==> config.mk <==
export PLATFORM = sky130hd
export DESIGN_NAME = lruc_cell
export DESIGN_NICKNAME = d
export VERILOG_FILES = /design/src/hw/rtl/lruc_pkg.sv /design/src/hw/rtl/lruc_cell.sv
export SDC_FILE = /design/constraint.sdc
export NUM_CORES = 1
export LEC_CHECK = 0
export ABC_AREA = 1
export ABC_CLOCK_PERIOD_IN_PS = 4350
export BUFFER_PORTS_ARGS = -buffer_cell sky130_fd_sc_hd__buf_2
export CAP_MARGIN = 20
export CORE_MARGIN = 2
export CORE_UTILIZATION = 35
export CTS_CLUSTER_SIZE = 10
export DETAILED_ROUTE_END_ITERATION = 8
export PLACE_DENSITY = 0.73
export SYNTH_ARGS = -nofsm -noshare
export SYNTH_HDL_FRONTEND = slang
export SYNTH_SLANG_ARGS = --single-unit
==> constraint.sdc <==
create_clock -name clock -period 4.35 [get_ports clock]
set_input_delay 0.2175 -clock clock [delete_from_list [all_inputs] [get_ports clock]]
set_output_delay 0.2175 -clock clock [all_outputs]
set_load 0.05 [all_outputs]
==> src/hw/rtl/lruc_pkg.sv <==
// Shared constants and types for the LRU cache miss simulator.
package lruc_pkg;

   localparam int ENTRIES = 64;
   localparam int ADDR_W  = 64;
   localparam int CNT_W   = 32;
   localparam int OCC_W   = 7;

   typedef enum logic {
      ST_IDLE,
      ST_UPDATE
   } lruc_state_type;

   typedef struct packed {
      logic compare;
      logic update;
   } lruc_ctl_type;

endpackage

==> src/hw/rtl/lruc_cell.sv <==
// One position of the LRU recency stack: tag, valid bit and registered tag match.
module lruc_cell
   import lruc_pkg::*;
(
   input  logic              clock,
   input  logic              reset,
   input  lruc_ctl_type      ctl,
   input  logic [ADDR_W-1:0] cmp_address,
   input  logic [ADDR_W-1:0] prev_address,
   input  logic              prev_valid,
   input  logic              hit_in,
   output logic [ADDR_W-1:0] address,
   output logic              valid,
   output logic              hit_out
);

   logic [ADDR_W-1:0] address_ff;
   logic              valid_ff;
   logic              match_ff;
   logic              match_in;
   logic              shift;

   assign match_in = valid_ff && (address_ff == cmp_address);
   // Every position down to and including the hit (or all of them on a miss) moves down one place.
   assign shift    = ctl.update && !hit_in;

   always_ff @(posedge clock) begin
      if (reset) begin
         valid_ff <= 1'b0;
         match_ff <= 1'b0;
      end else begin
         if (ctl.compare) begin
            match_ff <= match_in;
         end
         if (shift) begin
            valid_ff <= prev_valid;
         end
      end
   end

   always_ff @(posedge clock) begin
      if (shift) begin
         address_ff <= prev_address;
      end
   end

   assign address = address_ff;
   assign valid   = valid_ff;
   assign hit_out = hit_in | match_ff;

endmodule

## Yosys cells after proc, flatten, opt, wreduce, memory -nomap -nowiden

Cells that the tools add are included.

| storage, ports and cells | value |
|---|---|
| bits of input ports | 134 |
| output and inout port bits | 66 |
| register bits after elaboration | 66 |
| logic and storage cells | 8 |

| cells by class | value |
|---|---|
| bitwise operators | 1 |
| eq/ne operators | 1 |
| reduce and logical (&&, ||, !) cells | 3 |

Operators by type and width:

| cell | number |
|---|---|
| $eq A64 B64 Y1 | 1 |
| $logic_and A1 B1 Y1 | 2 |
| $logic_not A1 Y1 | 1 |
| $or A1 B1 Y1 | 1 |

## Longest topological paths before layout

Gate-level depths: netlist of the first run.

| logic depth | value |
|---|---|
| word-level depth | 2 |
| depth in mapped cells | 10 |
| mapped depth without buffers | 10 |

## Worst setup path after synthesis of the first run

OpenSTA, ideal clock, no wires.

| timing | value |
|---|---|
| kind | input to register |
| start point | input hit_in |
| end point | register address_ff[0], in the netlist address[0] (enable) |
| path slack | 2362 ps |
| buffers on the path | 0 |
| cell stages on the path | 3 |
| data required time | 3931 ps |
| arrival time | 1569 ps |
| setup time | 419 ps |
| cells stage by stage | inv_1 nand2_1 inv_1 |

| on the way | value |
|---|---|
| longest elaborated chain between the ends | 2 |

RTL lines:

| what | line | source |
|---|---|---|
| from (decl) | lruc_cell.sv:11 | `input logic hit_in,` |
| $logic_not A1 Y1 | lruc_cell.sv:25 | `assign shift = ctl.update && !hit_in;` |
| $logic_and A1 B1 Y1 | lruc_cell.sv:25 |  |
| net shift | lruc_cell.sv:21 | `logic shift;` |
| to (signal assigned) | lruc_cell.sv:43 | `address_ff <= prev_address;` |
| to (decl) | lruc_cell.sv:17 | `logic [ADDR_W-1:0] address_ff;` |

The timed path passes the listed nets, and every way through them passes these cells.
A chain may end at the register's enable or synchronous reset.

## Final worst setup path of the first run

| timing | value |
|---|---|
| start point | register match_ff |
| end point | output hit_out |

| on the way | value |
|---|---|
| longest elaborated chain between the ends | 1 |

RTL lines:

| what | line | source |
|---|---|---|
| from (decl) | lruc_cell.sv:19 | `logic match_ff;` |
| from (signal assigned) | lruc_cell.sv:33 | `match_ff <= match_in;` |
| $or A1 B1 Y1 | lruc_cell.sv:49 | `assign hit_out = hit_in \| match_ff;` |
| to (decl) | lruc_cell.sv:14 | `output logic hit_out` |

Every way passes these cells.

==> results of run 1 <==
## cell families after synthesis
logic type	after synthesis	share of synthesized area
compound gates	17	0.0286
xor+xnor	21	0.0592
buf+inv	68	0.0822
flops	66	0.631
simple gates	159	0.199
## registers in the layout, indices dropped and copies added (netlist names)
name,count
address,64
valid,1
match_ff,1
## synth_stat cells, drive strengths merged
library cell | instances | share of area
nand2 | 101 | 0.12
inv | 68 | 0.082
edfxtp | 64 | 0.62
nor2 | 48 | 0.058
o21ai | 14 | 0.023
xor2 | 11 | 0.031
xnor2 | 10 | 0.028
nand3 | 6 | 0.0097
a21oi | 3 | 0.0060
dfxtp | 2 | 0.013
nor3 | 2 | 0.0048
nand4 | 1 | 0.0020
or2 | 1 | 0.0020
## path summary, 6_finish.rpt
path | from | end | slack [ns] | cells after the start
setup / recovery | match_ff | hit_out | 3.00 | 2
hold / removal | prev_address[20] | address[20] | 0.05 | 1
setup reg to reg | address[29] | match_ff | 3.01 | 9
hold reg to reg | match_ff | match_ff | 0.48 | 2
## area by class of cell
type / instances / area (um^2) / area share
Multi-Input combinational cell: 197 / 890 / 0.200
Clock buffer: 11 / 131 / 0.0296
Inverter: 68 / 255 / 0.0574
Sequential cell: 66 / 1960 / 0.441
Clock inverter: 4 / 67.6 / 0.0152
Timing Repair Buffer: 200 / 1000 / 0.226
Tap cell: 108 / 135 / 0.0304
## worst register-to-register path: cells and delay by family, from the launching register on
kind            cells  cell delay, ns
compound gates      2            0.17
simple gates        7            0.69
flops               1            0.42
## metrics by stage
stage / util / total power (W) / area, um^2 / hold WS, ns / setup slack, ns
3_3_place_gp: 0.489 / 0.00112 / 4250 / 0.394 / 2.84
2_1_floorplan: - / 0.00101 / 3110 / 0.280 / 2.36
4_1_cts: 0.512 / 0.00167 / 4440 / 0.0306 / 2.96
6_report: 0.512 / 0.00164 / 4440 / 0.0493 / 3.00
5_1_grt: 0.512 / 0.00173 / 4440 / 0.0212 / 2.74
3_5_place_dp: 0.489 / 0.00113 / 4250 / 0.396 / 2.81
## per-layer routing
layer	routed length (um)	GRT usage
met5	0	0
met4	90	0.0537
met3	661	0.0580
met2	4020	0.293
met1	2910	0.170
## power by group through the flow
stage	Sequential, W	Combinational (W)	Clock [W]
global route	0.000779	0.000372	0.000577
floorplan	0.000927	0.0000818	0
CTS	0.000773	0.000346	0.000547
finish	0.000772	0.000342	0.000529
global placement	0.000784	0.000339	0
detailed placement	0.000787	0.000345	0
==> flow_metrics.env, run 1 <==
export IMPL_status="completed"
export IMPL_yosysSeqAreaShare=0.631
export IMPL_antenna_found_initial=0
export IMPL_grt_overflow=0
export IMPL_htreeDepth=3
export IMPL_fin_crit_sh=0.311
export IMPL_clkLatencyLatePin_ns=0.34
export IMPL_place_gp_congestion=0.786
export IMPL_ant_nets=0
export IMPL_dp_cells=639
export IMPL_crit_arrival_ns=1.13
export IMPL_layout_min_cycle_time_ns=1.35
export IMPL_min_path_type="in2reg"
export IMPL_rows=34
export IMPL_maxSlewViolCount=0
export IMPL_crit_path_end_kind="primary output"
export IMPL_cts_resized=0
export IMPL_cp_required_ns=4.13
export IMPL_vias=2790
export IMPL_die_area_um2=9650
export IMPL_synth_nets=465
export IMPL_cts_buffer_depth=2
export IMPL_p_sw_w=0.000474
export IMPL_slew_headroom=0.457
export IMPL_layout_commonest_cell="buf_2"
export IMPL_routed_wirelength_um=7680
export IMPL_die_x_um=98.2
export IMPL_max_cap_violations=0
export IMPL_path_max_fanout=2
export IMPL_hold_viol=0
export IMPL_cp_num_buf_inv=1
export IMPL_comb_power_share=0.208
export IMPL_peakVddDrop_mv=0.208
export IMPL_cts_hold_buf=0
export IMPL_numCtsBuffers=9
export IMPL_ys_types=16
export IMPL_die_h_um=98.2
export IMPL_clk_pin_slew_ns=0.07
export IMPL_area_delta_synth_final_pct=43.1
export IMPL_cpMaxStageDelayCell="dfxtp_1"
export IMPL_cts_setup_buffers=0
export IMPL_grt_pass1_vias=2788
export IMPL_finalNonFillerCells=654
export IMPL_finalSetupViolCount=0
export IMPL_worst_pin_slew_ns=0.814
export IMPL_start_util=0.358
export IMPL_ys_ff_latch=66
export IMPL_place_detailed_hpwl_um=6290
export IMPL_start_kind="register"
export IMPL_cpLargestDelayFamily="flip-flops"
export IMPL_power_per_cell_area_nw_per_um2=370
export IMPL_grt_max_degree=66
export IMPL_leakagePower_nw=2.30
export IMPL_drc_errors=0
export IMPL_pwr_share_seq=0.470
export IMPL_clockRootBuffer="clkbuf_8"
export IMPL_p_clk_frac=0.322
export IMPL_wl_per_cell_um=11.7
export IMPL_grt_util_all_layers=0.160
export IMPL_fmax_mhz=740
export IMPL_final_nets=676
export IMPL_ios=200
export IMPL_drt_iter0_drc=91
export IMPL_netlist_area_um2=3110
export IMPL_path_class="reg2out"
export IMPL_syn_avg_cell_area_um2=9.39
export IMPL_rsz0062_at_grt="false"
export IMPL_layout_drive_gt1_share=0.394
export IMPL_cts_tree="yes"
export IMPL_layout_common_cells="199 x buf_2, 101 x nand2_1, 67 x inv_1"
export IMPL_portBuffers=199
export IMPL_syn_inst=331
export IMPL_cts_sinks=66
export IMPL_nFillCells=835
export IMPL_tns_ns=0
export IMPL_coreArea_um2=8680
export IMPL_switching_share=0.288
export IMPL_vias_per_cell=4.27
export IMPL_fin_skew_ns=0.0111
export IMPL_n_antenna_cell=0
export IMPL_max_stage_delay_ns=0.32
export IMPL_dr_pass1_iters=4
export IMPL_ys_warn_count=0
export IMPL_grt_first_pass_wirelength_um=12100
export IMPL_crit_chain="or2_2 -> buf_2"
export IMPL_p_int_w=0.00117
Note: power is estimated with default switching activity, not from simulation.
==> inputs of run 2 (changes only) <==
ABC_CLOCK_PERIOD_IN_PS = 1200   (was 4350)
PLACE_DENSITY = 0.76   (was 0.73)
clock period = 1.2 ns   (was 4.35 ns; I/O delays follow)
==> flow_metrics.env, run 2 (synthesis results as in run 1) <==
export IMPL_place_gp_congestion=0.794
export IMPL_layout_min_cycle_time_ns=1.31
export IMPL_start_util=0.358
export IMPL_finalNonFillerCells=741
export IMPL_vias=3200
export IMPL_crit_path_end_kind="register"
export IMPL_status="complete, but fails checks"
export IMPL_die_x_um=98.2
export IMPL_die_h_um=98.2
export IMPL_min_path_type="in2reg"
export IMPL_clkLatencyLatePin_ns=0.34
export IMPL_grt_util_all_layers=0.195
export IMPL_drc_errors=0
export IMPL_place_detailed_hpwl_um=6520
export IMPL_crit_arrival_ns=1.58
export IMPL_clockRootBuffer="clkbuf_8"
export IMPL_fmax_mhz=762
export IMPL_area_delta_synth_final_pct=74.8
export IMPL_r2r_slack_ns=-0.11
export IMPL_rows=34
export IMPL_place_ws_ns=-0.184
export IMPL_cts_buffer_depth=2
export IMPL_leakagePower_nw=2.71
export IMPL_die_area_um2=9650
export IMPL_layout_drive_gt1_share=0.400
export IMPL_finalSetupViolCount=1
export IMPL_coreArea_um2=8680
export IMPL_maxSlewViolCount=0
export IMPL_ant_nets=0
export IMPL_ios=200
export IMPL_n_antenna_cell=0
export IMPL_slew_headroom=0.823
export IMPL_fin_skew_ns=0.0110
export IMPL_largest_register_ff_count=64
export IMPL_dp_cells=654
export IMPL_layout_common_cells="187 x buf_2, 98 x nand2_1, 67 x dlygate4sd3_1"
export IMPL_grt_pass1_vias=3338
export IMPL_antenna_found_initial=0
export IMPL_fin_crit_sh=1.09
export IMPL_routed_wirelength_um=9360
export IMPL_vias_per_cell=4.32
export IMPL_dr_pass1_iters=6
export IMPL_grt_overflow=0
export IMPL_peakVddDrop_mv=0.878
export IMPL_total_power_w=0.00641
export IMPL_min_delay_start="ctl[0]"
export IMPL_cts_tree="yes"
export IMPL_timing_final_ws_setup_ns=-0.113
export IMPL_cts_sinks=66
export IMPL_grt_max_degree=33
export IMPL_max_cap_violations=0
export IMPL_r2r_end="match_ff"
export IMPL_fin_util=0.626
export IMPL_worst_r2r_startpoint="address[48]"
export IMPL_numCtsBuffers=9
export IMPL_clk_pin_slew_ns=0.07
export IMPL_nFillCells=707
export IMPL_hold_path_end="valid"
export IMPL_worst_pin_slew_ns=0.267
export IMPL_final_nets=762
export IMPL_path_class="reg2reg"
export IMPL_hold_viol=0
export IMPL_grt_first_pass_wirelength_um=14700
export IMPL_power_per_cell_area_nw_per_um2=1180
export IMPL_drt_iter0_drc=80
export IMPL_layout_commonest_cell="buf_2"
export IMPL_rsz0062_at_grt="true"
export IMPL_rr_worst_depth=8
export IMPL_cp_required_ns=1.47
export IMPL_wl_per_cell_um=12.6
export IMPL_portBuffers=199
export IMPL_hold_depth=4
export IMPL_path_max_fanout=2
export IMPL_start_kind="register"
export IMPL_violations="setup timing"
export IMPL_htreeDepth=3
## run 2: area by class of cell
class | instances | area [um^2] | area share
multi-input cells | 197 | 925 | 0.170
inverters | 68 | 272 | 0.0500
flip-flops and latches | 66 | 1960 | 0.361
clock inverters | 7 | 93.8 | 0.0173
clock buffers | 9 | 124 | 0.0228
well taps | 108 | 135 | 0.0249
repair buffers | 286 | 1920 | 0.354
## run 2: layer usage
layer | vias to the layer above | track usage | routed length (um)
met1 | 1417 | 0.194 | 3330
met2 | 145 | 0.383 | 5110
li1 | 1618 | - | -
met5 | - | 0 | 0
met3 | 20 | 0.0494 | 703
met4 | 0 | 0.0759 | 209
## run 2: stage by stage
step	hold slack [ns]	setup TNS [ns]	cell area [um^2]
6_report	0.0463	-0.113	5430
5_1_grt	0.0366	-0.312	5430
4_1_cts	0.0221	-0.152	5360
3_3_place_gp	0.237	-0.169	4410
3_5_place_dp	0.238	-0.184	4410
2_1_floorplan	0.122	-16.10	3130
## run 2: power by group
group	internal (W)	total [W]	switching [W]
registers	0.00270	0.00280	0.0000984
clock network	0.00117	0.00205	0.000881
logic	0.000626	0.00156	0.000935
## run 2: worst max path at each step
stage                     slack (ns)    endpoint         from
final                          -0.11    match_ff  address[48]
after global routing           -0.25    match_ff  address[48]
after CTS                      -0.13    match_ff  address[17]
after detailed placement       -0.18    match_ff  address[17]
after global placement         -0.17    match_ff  address[17]
after floorplan                -0.25  address[0]       hit_in
## run 2: what timing repair did
item	4_1_cts	5_1_grt
hold buffers	67	0
pin swaps	7	5
hold endpoints to repair	66	0
buffers inserted	4	4
resized for setup	16	31
setup endpoints to repair	3	13
## run 2: critical path: stages (launching register included)
cell	delay, ns
edfxtp_1	0.42
xor2_1	0.17
nor2_1	0.15
nand2_1	0.10
nor2_2	0.10
nand2_2	0.07
nor2_2	0.08
nand2_1	0.07
a21oi_2	0.10
==> inputs of run 3 (changes only) <==
ABC_AREA = default   (was 1)
PLACE_DENSITY = 0.75   (was 0.76)
==> flow_metrics.env, run 3 <==
export IMPL_timing_final_ws_setup_ns=-0.281
export IMPL_r2r_slack_ns=-0.28
export IMPL_synth_edf_count=64
export IMPL_yosysMostFrequentCell="edfxtp_1"
export IMPL_grt_util_all_layers=0.192
export IMPL_vias_per_cell=4.44
export IMPL_routed_wirelength_um=8270
export IMPL_min_delay_start="cmp_address[13]"
export IMPL_ys_warn_count=0
export IMPL_ant_nets=0
export IMPL_cts_sinks=66
export IMPL_finalSetupViolCount=1
export IMPL_ios=200
export IMPL_hold_path_end="match_ff"
export IMPL_synthFlopType="edfxtp_1"
export IMPL_cp_num_buf_inv=1
export IMPL_syn_inst=171
export IMPL_tns_ns=-0.281
export IMPL_rsz0062_at_grt="true"
export IMPL_fin_skew_ns=0.0114
export IMPL_start_util=0.358
export IMPL_rows=32
export IMPL_violations="setup timing"
export IMPL_max_cap_violations=0
export IMPL_slew_headroom=0.738
export IMPL_antenna_found_initial=0
export IMPL_hold_depth=4
export IMPL_ys_ff_latch=66
export IMPL_synthTopCellsByCount="64 x edfxtp_1, 47 x xnor2_1, 13 x nand4_1"
export IMPL_total_power_w=0.00606
export IMPL_final_nets=601
export IMPL_synthMuxAreaShare=0.00364
export IMPL_cts_tree="yes"
export IMPL_fmax_mhz=675
export IMPL_worst_r2r_startpoint="address[28]"
export IMPL_status="complete, but fails checks"
export IMPL_grt_max_degree=35
export IMPL_path_max_fanout=2
export IMPL_netlist_area_um2=2750
export IMPL_largest_register_ff_count=64
export IMPL_grt_first_pass_wirelength_um=12600
export IMPL_portBuffers=199
export IMPL_htreeDepth=3
export IMPL_yosysTopAreaCell="edfxtp_1"
export IMPL_leakagePower_nw=2.13
export IMPL_yosys_top_cells_area="edfxtp_1 70%, xnor2_1 15%, nand4_1 3.0%"
export IMPL_drc_errors=0
export IMPL_worst_pin_slew_ns=0.389
export IMPL_die_x_um=92.6
export IMPL_cp_required_ns=1.45
export IMPL_rr_worst_depth=6
export IMPL_yosysSeqAreaShare=0.714
export IMPL_maxSlewViolCount=0
export IMPL_synthAdderAreaFrac=0
export IMPL_cts_buffer_depth=2
export IMPL_clockRootBuffer="clkbuf_8"
export IMPL_cp_depth=6
export IMPL_grt_use_met2=0.369
export IMPL_ys_async_sr_fraction=0
export IMPL_place_detailed_hpwl_um=5640
export IMPL_min_path_type="in2reg"
export IMPL_nFillCells=589
export IMPL_crit_path_end_kind="register"
export IMPL_cpLargestDelayFamily="simple AND/OR/NAND/NOR gates"
export IMPL_synth_compound_area_frac=0.0310
export IMPL_dr_pass1_iters=5
export IMPL_r2r_end="match_ff"
export IMPL_layout_drive_gt1_share=0.502
export IMPL_cpMostUsedCell="nand4_1"
export IMPL_crit_chain="xnor2_1 -> nand4_1 -> nor4_1 -> buf_4 -> nand4_1 -> o21ai_1"
export IMPL_layout_commonest_cell="buf_2"
export IMPL_die_h_um=92.6
export IMPL_synth_simple_area_share=0.0651
export IMPL_max_stage_delay_ns=0.41
export IMPL_finalNonFillerCells=574
export IMPL_clkLatencyLatePin_ns=0.33
export IMPL_n_antenna_cell=0
export IMPL_power_per_cell_area_nw_per_um2=1220
export IMPL_synth_xor_area_frac=0.172
export IMPL_ys_types=24
export IMPL_use_met1=0.190
export IMPL_met3_usage=0.0537
export IMPL_drt_iter0_drc=74
export IMPL_clk_pin_slew_ns=0.07
export IMPL_start_kind="register"
export IMPL_synth_top_family_by_area="XOR/XNOR gates"
export IMPL_hold_viol=0
export IMPL_area_delta_synth_final_pct=80.2
export IMPL_coreArea_um2=7690
export IMPL_crit_arrival_ns=1.74
export IMPL_grt_pass1_vias=2813
export IMPL_fin_crit_sh=1.23
export IMPL_cpMaxStageDelayCell="edfxtp_1"
export IMPL_die_area_um2=8580
export IMPL_place_gp_congestion=0.773
export IMPL_peakVddDrop_mv=0.887
export IMPL_dp_cells=491
export IMPL_layout_min_cycle_time_ns=1.48
export IMPL_vias=2548
export IMPL_layout_common_cells="193 x buf_2, 67 x dlygate4sd3_1, 64 x edfxtp_1"
export IMPL_grt_overflow=0
export IMPL_wl_per_cell_um=14.4
export IMPL_syn_avg_cell_area_um2=16.1
export IMPL_grt_busiest_layer="met2"
export IMPL_path_class="reg2reg"
export IMPL_yosysTopAreaCellShare=0.699
export IMPL_synth_nets=305
export IMPL_numCtsBuffers=9
[run 3: through the flow]
| stage | setup slack (ns) | instance area [um^2] | utilization | hold WS (ns) |
|---|---|---|---|---|
| detailed placement | -0.340 | 4050 | 0.527 | 0.238 |
| global route | -0.398 | 4950 | 0.645 | 0.0780 |
| global placement | -0.275 | 4050 | 0.527 | 0.236 |
| floorplan | -0.345 | 2760 | - | 0.132 |
| finish | -0.281 | 4950 | 0.645 | 0.0765 |
| CTS | -0.310 | 4920 | 0.640 | 0.0458 |
[run 3: timing repair]
action                                 4_1_cts  5_1_grt
endpoints found under the hold margin       66        0
hold buffers                                67        0
resized for setup                            3       15
setup endpoints to repair                    2        7
setup buffers                                0        3
pin swaps                                    2        1
[run 3: worst min-delay path, delay by kind of cell]
family	cells	cell delay [ns]
AO/OA/AOI/OAI	2	0.12
buffers and inverters	1	0.10
AND/OR/NAND/NOR	1	0.06
[run 3: routing by layer]
| metal | wire length [um] | up-vias |
|---|---|---|
| met5 | 0 | - |
| met3 | 626 | 15 |
| met1 | 2980 | 1176 |
| met4 | 155 | 0 |
| li1 | - | 1228 |
| met2 | 4510 | 129 |
[run 3: layout make-up]
cell class                 count  area, um^2  share of cell area
sequential                    66        1960               0.396
timing repair buffer         285        1880               0.379
multi-input combinational     95         761               0.154
clock buffer                  13         149              0.0301
tap                          102         128              0.0258
clock inverter                 3        40.0             0.00808
inverter                      10        40.0             0.00808
[run 3: worst max path at each step]
| stage | start | end | slack (ns) |
|---|---|---|---|
| final | address[28] | match_ff | -0.28 |
| after CTS | address[28] | match_ff | -0.31 |
| after global placement | address[19] | match_ff | -0.28 |
| after floorplan | address[11] | match_ff | -0.34 |
| after global routing | address[0] | match_ff | -0.40 |
| after detailed placement | address[7] | match_ff | -0.34 |
[run 3: logic make-up (layout without fill, tap and decap cells)]
logic type,count (synthesis),in the layout
xor+xnor,54,54
compound gates,10,10
simple gates,30,30
flops,66,66
mux,1,1
buf+inv,10,311
[run 3: where the power goes]
part	internal (W)	switching (W)	total, W
combinational	0.000619	0.000846	0.00147
sequential	0.00270	0.0000988	0.00280
clock	0.00101	0.000783	0.00180
total	0.00434	0.00173	0.00606
